`src/sshec_pkg.sv`:
```
package sshec_pkg;

	// Sizes of the sensor array and its state.
	localparam int NUM_SLOTS = 6;
	localparam int NUM_LINES = 2 * NUM_SLOTS;
	localparam int LINE_W    = (NUM_LINES > 1) ? $clog2(NUM_LINES) : 1;
	localparam int SLOT_W    = (NUM_SLOTS > 1) ? $clog2(NUM_SLOTS) : 1;

	// Fixed field widths of the stream payloads.
	localparam int SENSOR_W     = 12;
	localparam int SLOT_FIELD_W = 3;
	localparam int HOLD_W       = 8;
	localparam int CNT_W        = 16;
	localparam int VALUE_W      = 8;
	localparam int IN_DATA_W    = 24;
	localparam int IN_USER_W    = 1;
	localparam int OUT_DATA_W   = 40;
	localparam int OUT_USER_W   = 2;

	localparam logic [HOLD_W-1:0] HOLD_MAX   = 8'd255;
	localparam logic [HOLD_W-1:0] HOLD_RESET = 8'd254;

	// Request kinds on the input stream.
	typedef enum logic {
		KIND_TICK = 1'b0,
		KIND_SET  = 1'b1
	} kind_t;

	// Event codes on the output stream.
	typedef enum logic [1:0] {
		EV_DISP_REP    = 2'd0,
		EV_DISP_OFF    = 2'd1,
		EV_EMPTY_REP   = 2'd2,
		EV_EMPTY_UNREP = 2'd3
	} event_res_t;

	// One word of the per-slot count memory.
	typedef struct packed {
		logic [CNT_W-1:0] offline;
		logic [CNT_W-1:0] stock;
	} cnt_t;

	// One outgoing event.
	typedef struct packed {
		event_res_t              res;
		logic [SLOT_FIELD_W-1:0] slot;
		logic [CNT_W-1:0]        stock;
		logic [CNT_W-1:0]        offline;
		logic                    last;
	} event_t;

endpackage

```
`src/slot_sensor_hold_event_counter.sv`:
```
// A tick request sweeps the twelve hold counters through the hold memory, one line per cycle
// while the output does not stall, and the block takes no new request until all lines are issued;
// a set request does not keep the block busy. An event is held until the next event or the end
// of the sweep settles its last flag. Reset (arst_n low, asynchronous) clears control state and
// memory valid bits, so all counters read zero; threshold is 254.
module slot_sensor_hold_event_counter (
	input  logic                             clk,
	input  logic                             arst_n,
	input  logic                             s_tvalid,
	output logic                             s_tready,
	// sensor_lines[11:0], link_up[12], slot[15:13], value[23:16]
	input  logic [sshec_pkg::IN_DATA_W-1:0]  s_tdata,
	// kind[0]
	input  logic [sshec_pkg::IN_USER_W-1:0]  s_tuser,
	output logic                             m_tvalid,
	input  logic                             m_tready,
	// event_slot[2:0], stock_count[18:3], offline_count[34:19], zero[39:35]
	output logic [sshec_pkg::OUT_DATA_W-1:0] m_tdata,
	// event_res[1:0]
	output logic [sshec_pkg::OUT_USER_W-1:0] m_tuser,
	output logic                             m_tlast,
	input  logic                             cfg_valid,
	output logic                             cfg_ready,
	input  logic [sshec_pkg::HOLD_W-1:0]     cfg_data
);
	import sshec_pkg::*;

	localparam logic [LINE_W-1:0] LAST_LINE  = LINE_W'(NUM_LINES - 1);
	localparam logic [LINE_W-1:0] FIRST_EMPTY = LINE_W'(NUM_SLOTS);

	// Input fields.
	kind_t                   in_kind;
	logic [SENSOR_W-1:0]     in_lines;
	logic                    in_link;
	logic [SLOT_FIELD_W-1:0] in_slot;
	logic [VALUE_W-1:0]      in_value;
	logic [NUM_LINES-1:0]    in_lines_ext;
	logic                    in_range;

	assign in_kind      = kind_t'(s_tuser[0]);
	assign in_lines     = s_tdata[11:0];
	assign in_link      = s_tdata[12];
	assign in_slot      = s_tdata[15:13];
	assign in_value     = s_tdata[23:16];
	assign in_lines_ext = NUM_LINES'(in_lines);
	assign in_range     = int'(in_slot) < NUM_SLOTS;

	// Threshold register.
	logic [HOLD_W-1:0] thr_q;

	assign cfg_ready = 1'b1;

	always_ff @(posedge clk or negedge arst_n) begin
		if (!arst_n) begin
			thr_q <= HOLD_RESET;
		end else if (cfg_valid && cfg_ready) begin
			thr_q <= cfg_data;
		end
	end

	// Memories and their valid bits.
	logic [HOLD_W-1:0]    hold_mem [NUM_LINES];
	cnt_t                 cnt_mem  [NUM_SLOTS];
	logic [NUM_LINES-1:0] hold_vld_q;
	logic [NUM_SLOTS-1:0] cnt_vld_q;

	// Sweep state of the issue stage.
	logic                 busy_q;
	logic [LINE_W-1:0]    line_q;
	logic [NUM_LINES-1:0] lines_q;
	logic                 link_q;

	// Stage 1 registers.
	logic              v_s1;
	kind_t             op_s1;
	logic [LINE_W-1:0] line_s1;
	logic [SLOT_W-1:0] slot_s1;
	logic              high_s1;
	logic              link_s1;
	logic              range_s1;
	logic [VALUE_W-1:0] value_s1;

	// Registered read data and count forwarding.
	logic [HOLD_W-1:0] hold_rd_q;
	logic              hold_rd_vld_q;
	cnt_t              cnt_rd_q;
	logic              cnt_rd_vld_q;
	logic              cnt_fwd_q;
	cnt_t              cnt_fwd_data_q;

	// Pending event and output register.
	logic   pend_v_q;
	event_t pend_q;
	logic   out_v_q;
	event_t out_q;

	// Handshake and stall control.
	logic advance;
	logic s1_done;
	logic s1_evt;
	logic s1_evt_go;
	logic out_free;
	logic pend_move;
	logic accept;

	// Issue stage signals.
	logic              iss_v;
	kind_t             iss_op;
	logic [LINE_W-1:0] iss_line;
	logic [SLOT_W-1:0] iss_slot;
	logic              iss_high;
	logic              iss_link;
	logic              iss_range;
	logic              rd_en;

	// Stage 1 computation.
	logic [HOLD_W-1:0]  hold_old;
	logic [HOLD_W-1:0]  hold_nxt;
	logic               fired;
	logic               is_disp;
	cnt_t               cnt_old;
	cnt_t               cnt_new;
	event_res_t         ev_res;
	logic               hold_we;
	logic               cnt_we;
	event_t             ev_new;

	// Stall chain from the output backwards.
	assign out_free  = !out_v_q || m_tready;
	assign s1_evt    = v_s1 && (op_s1 == KIND_TICK) && fired;
	assign s1_done   = !s1_evt || !pend_v_q || out_free;
	assign s1_evt_go = s1_evt && s1_done;
	assign advance   = !v_s1 || s1_done;
	assign s_tready  = advance && !busy_q;
	assign accept    = s_tvalid && s_tready;
	assign pend_move = pend_v_q && out_free && (pend_q.last || s1_evt_go);

	// The sweep has priority; a new request enters once the previous tick has issued all lines.
	always_comb begin
		iss_v     = busy_q || s_tvalid;
		iss_op    = KIND_TICK;
		iss_line  = line_q;
		iss_high  = lines_q[line_q];
		iss_link  = link_q;
		iss_range = 1'b1;
		if (!busy_q) begin
			iss_op    = in_kind;
			iss_line  = '0;
			iss_high  = in_lines_ext[0];
			iss_link  = in_link;
			iss_range = in_range;
		end
		if (iss_op == KIND_SET) begin
			iss_slot = in_range ? SLOT_W'(in_slot) : '0;
		end else if (iss_line < FIRST_EMPTY) begin
			iss_slot = SLOT_W'(iss_line);
		end else begin
			iss_slot = SLOT_W'(iss_line - FIRST_EMPTY);
		end
	end

	assign rd_en = advance && iss_v;

	// Sweep counter.
	always_ff @(posedge clk or negedge arst_n) begin
		if (!arst_n) begin
			busy_q <= 1'b0;
			line_q <= '0;
		end else if (advance) begin
			if (busy_q) begin
				if (line_q == LAST_LINE) begin
					busy_q <= 1'b0;
				end else begin
					line_q <= line_q + LINE_W'(1);
				end
			end else if (accept && (in_kind == KIND_TICK) && (NUM_LINES > 1)) begin
				busy_q <= 1'b1;
				line_q <= LINE_W'(1);
			end
		end
	end

	// Sensor sample and link state held for the sweep.
	always_ff @(posedge clk) begin
		if (accept && (in_kind == KIND_TICK)) begin
			lines_q <= in_lines_ext;
			link_q  <= in_link;
		end
	end

	// Stage 1 valid.
	always_ff @(posedge clk or negedge arst_n) begin
		if (!arst_n) begin
			v_s1 <= 1'b0;
		end else if (advance) begin
			v_s1 <= iss_v;
		end
	end

	// Stage 1 payload.
	always_ff @(posedge clk) begin
		if (rd_en) begin
			op_s1    <= iss_op;
			line_s1  <= iss_line;
			slot_s1  <= iss_slot;
			high_s1  <= iss_high;
			link_s1  <= iss_link;
			range_s1 <= iss_range;
			value_s1 <= in_value;
		end
	end

	// Hold counter update and event detection.
	always_comb begin
		hold_old = hold_rd_vld_q ? hold_rd_q : '0;
		if (!high_s1) begin
			hold_nxt = '0;
		end else if (hold_old == HOLD_MAX) begin
			hold_nxt = hold_old;
		end else begin
			hold_nxt = hold_old + HOLD_W'(1);
		end
		fired = (hold_nxt != hold_old) && (hold_nxt == thr_q);
	end

	// Slot count update.
	always_comb begin
		if (cnt_fwd_q) begin
			cnt_old = cnt_fwd_data_q;
		end else if (cnt_rd_vld_q) begin
			cnt_old = cnt_rd_q;
		end else begin
			cnt_old = '0;
		end
		is_disp = line_s1 < FIRST_EMPTY;
		cnt_new = cnt_old;
		ev_res  = EV_DISP_REP;
		if (op_s1 == KIND_SET) begin
			cnt_new.stock = CNT_W'(value_s1);
		end else if (is_disp) begin
			if (cnt_old.stock != '0) begin
				cnt_new.stock = cnt_old.stock - CNT_W'(1);
			end
			if (!link_s1) begin
				cnt_new.offline = cnt_old.offline + CNT_W'(1);
			end
			ev_res = link_s1 ? EV_DISP_REP : EV_DISP_OFF;
		end else begin
			cnt_new.stock = '0;
			ev_res = link_s1 ? EV_EMPTY_REP : EV_EMPTY_UNREP;
		end
		hold_we = v_s1 && s1_done && (op_s1 == KIND_TICK);
		cnt_we  = v_s1 && s1_done &&
			(((op_s1 == KIND_TICK) && fired) || ((op_s1 == KIND_SET) && range_s1));
		ev_new.res     = ev_res;
		ev_new.slot    = SLOT_FIELD_W'(slot_s1);
		ev_new.stock   = cnt_new.stock;
		ev_new.offline = cnt_new.offline;
		ev_new.last    = (line_s1 == LAST_LINE);
	end

	// Memory ports: one read and one write each per cycle.
	always_ff @(posedge clk) begin
		if (hold_we) begin
			hold_mem[line_s1] <= hold_nxt;
		end
		if (cnt_we) begin
			cnt_mem[slot_s1] <= cnt_new;
		end
		if (rd_en) begin
			hold_rd_q      <= hold_mem[iss_line];
			cnt_rd_q       <= cnt_mem[iss_slot];
			cnt_fwd_data_q <= cnt_new;
		end
	end

	// Valid bits, read valid and forwarding of a count written while the same slot is read.
	always_ff @(posedge clk or negedge arst_n) begin
		if (!arst_n) begin
			hold_vld_q    <= '0;
			cnt_vld_q     <= '0;
			hold_rd_vld_q <= 1'b0;
			cnt_rd_vld_q  <= 1'b0;
			cnt_fwd_q     <= 1'b0;
		end else begin
			if (hold_we) begin
				hold_vld_q[line_s1] <= 1'b1;
			end
			if (cnt_we) begin
				cnt_vld_q[slot_s1] <= 1'b1;
			end
			if (rd_en) begin
				hold_rd_vld_q <= hold_vld_q[iss_line];
				cnt_rd_vld_q  <= cnt_vld_q[iss_slot];
				cnt_fwd_q     <= cnt_we && (slot_s1 == iss_slot);
			end
		end
	end

	// The pending event waits until the next event or the end of the sweep tells its last flag.
	always_ff @(posedge clk or negedge arst_n) begin
		if (!arst_n) begin
			pend_v_q <= 1'b0;
			out_v_q  <= 1'b0;
		end else begin
			if (s1_evt_go) begin
				pend_v_q <= 1'b1;
			end else if (pend_move) begin
				pend_v_q <= 1'b0;
			end
			if (pend_move) begin
				out_v_q <= 1'b1;
			end else if (m_tready) begin
				out_v_q <= 1'b0;
			end
		end
	end

	// Pending and output payload; a stalled event on the last line is not a sweep end.
	always_ff @(posedge clk) begin
		if (s1_evt_go) begin
			pend_q <= ev_new;
		end else if (v_s1 && (op_s1 == KIND_TICK) && (line_s1 == LAST_LINE) && !s1_evt &&
				!pend_move) begin
			pend_q.last <= 1'b1;
		end
		if (pend_move) begin
			out_q <= pend_q;
		end
	end

	// Output stream.
	assign m_tvalid = out_v_q;
	assign m_tdata  = {5'b0, out_q.offline, out_q.stock, out_q.slot};
	assign m_tuser  = out_q.res;
	assign m_tlast  = out_q.last;

endmodule

```
`config.mk`:
```
export PLATFORM = sky130hd
export DESIGN_NAME = slot_sensor_hold_event_counter
export DESIGN_NICKNAME = d
export VERILOG_FILES = /design/src/sshec_pkg.sv /design/src/slot_sensor_hold_event_counter.sv
export SDC_FILE = /design/constraint.sdc
export NUM_CORES = 1
export LEC_CHECK = 0
export BUFFER_PORTS_ARGS = -buffer_cell sky130_fd_sc_hd__buf_2
export CAP_MARGIN = 10
export CORE_MARGIN = 10
export CORE_UTILIZATION = 30
export DETAILED_ROUTE_END_ITERATION = 12
export PLACE_DENSITY = 0.49
export RECOVER_POWER = 50
export SYNTH_ARGS = -nofsm -noshare
export SYNTH_HDL_FRONTEND = slang
export SYNTH_SLANG_ARGS = --single-unit
```
`constraint.sdc`:
```
create_clock -name clk -period 7.6 [get_ports clk]
set_input_delay 0.76 -clock clk [delete_from_list [all_inputs] [get_ports clk]]
set_output_delay 0.76 -clock clk [all_outputs]
set_load 0.005 [all_outputs]
```
==> results.txt <==
The flow ran to the end, but the final reports show violations. The final reports fail on max-capacitance violations, max-slew violations. The number of maximum-capacitance constraint violations came out at 7. After synthesis, the netlist uses 72 different library cells.

The actual transition at the worst max-transition pin came out at about 2700 ps. Summing all placed instances gives a cell area of ~0.022 sq mm. The fraction of registers with async set or reset after synthesis came out at 7.33%. The tree built by TritonCTS fans out to roughly 510 sinks. The via count is roughly 12000. The number of gates given a new drive strength after cts came out at 0.

The cell area after synthesis is roughly 0.020 sq mm. The proportion of layout cells with a drive suffix above 1 came out at 12.2%. The critical path start-end classification is reg2reg. The final clock period utilization by the worst path came out at 74.8%. The DRC violation count after routing came out at 0. The final wirelength came out at 49600 um. Sequential elements use approximately three quarters of the synthesized area.

The shortest clock period the worst path allows after layout came out at ~5700 ps. Averaged over all synthesized cells, the footprint is roughly 14 sq um. The clock latency at the later pin of the worst-skew pair came out at roughly 620 ps. The synthesized instance count came out at roughly 1400.

Entering global routing, the biggest net connects 70 pins. The count of buffers inserted at the top-level ports came out at 77. No sink is reached through more buffers than the 3 on the longest clock path. Routability-driven placement finished with a final weighted congestion of between 0.7 and 0.8. After floorplanning, the core was divided into 95 placement rows.

Of all nets on the critical path, the largest fanout is 37. TritonCTS built the clock tree. Hold is met by 333 ps. The sort of element at the end of the critical path is a register. CTS built an H-tree with a depth of 2. The clock root buffer master is sky130_fd_sc_hd__clkbuf_16. Yosys mapped a number of flops with a built-in enable equal to between 400 and 500. The die outline width came out at roughly 280 um.

Clock skew on the completed layout was measured at 37.3 ps. The leakage power is between 7 and 8 nW. The die height is between 200 and 300 um. The final net count came out at around 1500. The number of violations reported at the end of detailed-routing iteration 0 came out at 878.

After clock tree synthesis, the clock-pin slew on the worst setup and hold paths is about 60 ps. The total global routing track utilization is approximately 12%. The global routing stage identified its most utilized layer as met2. The effective utilization at floorplan is between 30% and 40%. The number of warnings issued by yosys is 0. The biggest area contributor in the post-synthesis netlist is sky130_fd_sc_hd__edfxtp_1. The half-perimeter wire length after detailed placement is 29800 um. In this run the post-CTS setup repair buffer count came out at 0. The met3 usage came out at around 2.6%. From synthesis to final layout, the design area changed by 14.8%. The remaining antenna violation count after routing came out at 0. For met1 alone, demand over resource in global routing was between 15 and 20%.

The final max-slew violation count came out at about 200. For this run, the leading register cell type out of synthesis is sky130_fd_sc_hd__edfxtp_1. The area of all placed cells without fillers is between 0.02 and 0.025 sq mm. The peak clock frequency supported by timing came out at roughly 0.18 GHz. The top cell type's share of synthesized area is approximately 69%. The number of global-route vias before repair is roughly 12000. In this run the tightest slew margin relative to its limit is -81.2%. The total setup violations reported at the end of the flow came out at 0. Yosys attributes the largest share of cell area to sky130_fd_sc_hd__edfxtp_1, sky130_fd_sc_hd__dfrtp_1, sky130_fd_sc_hd__nand2_1. The number of buffers created by CTS is 56. For met2 alone, demand over resource in global routing was about a fifth. The detailed-routing iteration count for the pre-antenna-repair pass came out at 6. The floorplan core area is between 0.06 and 0.07 sq mm.

The number of antenna diodes in the final layout is 0. The number of primary I/O pins is 84. The number of vias per cell came out at 4.96.

In this run, synthesis produced a sequential element count of just over 500. The hold violation count in the final report came to 0. The detailed-route wire length per cell is 20.5 um. The global-route wire length before repair came out at ~75000 um. The worst setup path is launched from a register. The final sum of negative setup slack is 0 ps. The floorplan die area came out at 0.0791 sq mm. The initial antenna violation count is 5. The hold-fix buffer count after cts came out at 0. The endpoint arrival time on the critical path came out at 5830 ps. The power density over the cells came out at 432 mW/mm^2. Setup repair after global routing left no endpoint under its margin. The worst min-delay path class is in2reg. Once layout is complete, the utilization of the core stands at around a third. The maximum VDD drop came out at roughly 0.21 mV.

The residual overflow from global routing is 0. The required time reported for the critical path endpoint came out at a little under 8000 ps.
## registers in the layout, summed over array words and instances (netlist names), 2 cells and up
name            flops
cnt_mem           192
pend_q             38
cnt_vld_q           6
cnt_fwd_data_q     32
hold_rd_q           8
cnt_rd_q           32
lines_q            12
m_tuser             2
hold_vld_q         12
slot_s1             3
hold_mem           96
value_s1            8
m_tdata            35
line_q              4
thr_q               8
line_s1             4
## cell usage in the layout (no fill, tap or decap), drive strengths merged, types with 11 or more instances in the layout
master / synthesis / routed
a21oi: 43 / 43
edfxtp: 468 / 468
clkinv: 0 / 29
nand3: 25 / 25
and3: 14 / 14
inv: 19 / 19
clkbuf: 63 / 121
xor2: 14 / 14
buf: 26 / 51
mux2: 14 / 14
nor2b: 20 / 20
a22oi: 22 / 22
nand2: 185 / 185
a31o: 11 / 11
a211oi: 48 / 48
and2: 46 / 46
a31oi: 67 / 67
nor2: 90 / 90
dfrtp: 30 / 30
nor3: 12 / 12
mux2i: 22 / 22
xnor2: 20 / 20
mux4: 12 / 12
o21ai: 42 / 42
## path summary, 6_finish.rpt
| check | depth (start not counted) | from | slack (ps) | endpoint |
|---|---|---|---|---|
| setup / recovery | 8 | hold_rd_vld_q | 1920 | pend_q[15] |
| hold / removal | 1 | s_tdata[22] | 330 | value_s1[6] |
| setup reg to reg | 8 | hold_rd_vld_q | 1920 | pend_q[15] |
| hold reg to reg | 0 | pend_q[13] | 400 | m_tdata[31] |
| max in group asynchronous | 1 | arst_n | 5460 | cnt_vld_q[1] |
| min in group asynchronous | 1 | arst_n | 810 | thr_q[0] |
## synth_stat cells (12+ instances only)
cell and count:
sky130_fd_sc_hd__mux2_2 14, sky130_fd_sc_hd__inv_1 17, sky130_fd_sc_hd__mux2i_1 22, sky130_fd_sc_hd__nor2b_1 20, sky130_fd_sc_hd__and2_1 40, sky130_fd_sc_hd__a211oi_1 48
sky130_fd_sc_hd__dfrtp_1 30, sky130_fd_sc_hd__edfxtp_1 468, sky130_fd_sc_hd__buf_2 12, sky130_fd_sc_hd__nor2_1 90, sky130_fd_sc_hd__xnor2_1 20, sky130_fd_sc_hd__clkbuf_1 63
sky130_fd_sc_hd__nor3_1 12, sky130_fd_sc_hd__and3_1 14, sky130_fd_sc_hd__xor2_1 14, sky130_fd_sc_hd__nand3_1 25, sky130_fd_sc_hd__o21ai_0 40, sky130_fd_sc_hd__a21oi_1 43
sky130_fd_sc_hd__mux4_2 12, sky130_fd_sc_hd__a22oi_1 21, sky130_fd_sc_hd__nand2_1 185, sky130_fd_sc_hd__a31oi_1 67
## worst max-delay path, stage by stage, from the launching register on
cell,delay (ps)
sky130_fd_sc_hd__dfrtp_1,670
sky130_fd_sc_hd__nand2_1,320
sky130_fd_sc_hd__a311oi_1,300
sky130_fd_sc_hd__clkbuf_1,570
sky130_fd_sc_hd__xor2_1,130
sky130_fd_sc_hd__a211o_1,300
sky130_fd_sc_hd__nor4_1,660
sky130_fd_sc_hd__and3_2,310
sky130_fd_sc_hd__clkbuf_1,1920
## cell families after synthesis
kind of cell,share of synthesized area (%)
adders and majority gates,0.245
muxes,3.17
other,0.0367
buffers and inverters,2.22
xor gates and xnor gates,1.45
and+or+nand+nor,10.0
AOI/OAI and AO/OA,9.62
DFF,73.2
## layer usage
layer,wire (um),part of all wire [%]
met3,2670,5.4
met4,1350,2.7
met1,22200,45
met2,23300,47
met5,56,0.11
## metrics by stage
step	setup slack, ps	total power [mW]	cells
after global routing	1330	10.8	2421
final	1920	10.2	2421
after global placement	3230	7.68	2318
after detailed placement	3000	7.73	2318
after CTS	3020	10.3	2421
after floorplan	973	6.58	1431
## cell type report
| class | instances | area (sq um) |
|---|---|---|
| fillers | 6534 | 43900 |
| clock buffers | 69 | 1460 |
| well taps | 873 | 1090 |
| clock inverters | 34 | 289 |
| inverters | 19 | 71.3 |
| repair buffers | 103 | 494 |
| multi-input cells | 818 | 5100 |
| flip-flops and latches | 505 | 15000 |
## power breakdown
part / leakage, nW / switching, mW / internal [mW]
sequential: 4.82 / 0.283 / 4.08
clock: 0.851 / 1.10 / 1.47
combinational: 2.23 / 2.24 / 0.992
total: 7.90 / 3.62 / 6.54
No activity file was read; power rests on OpenSTA's default activity.
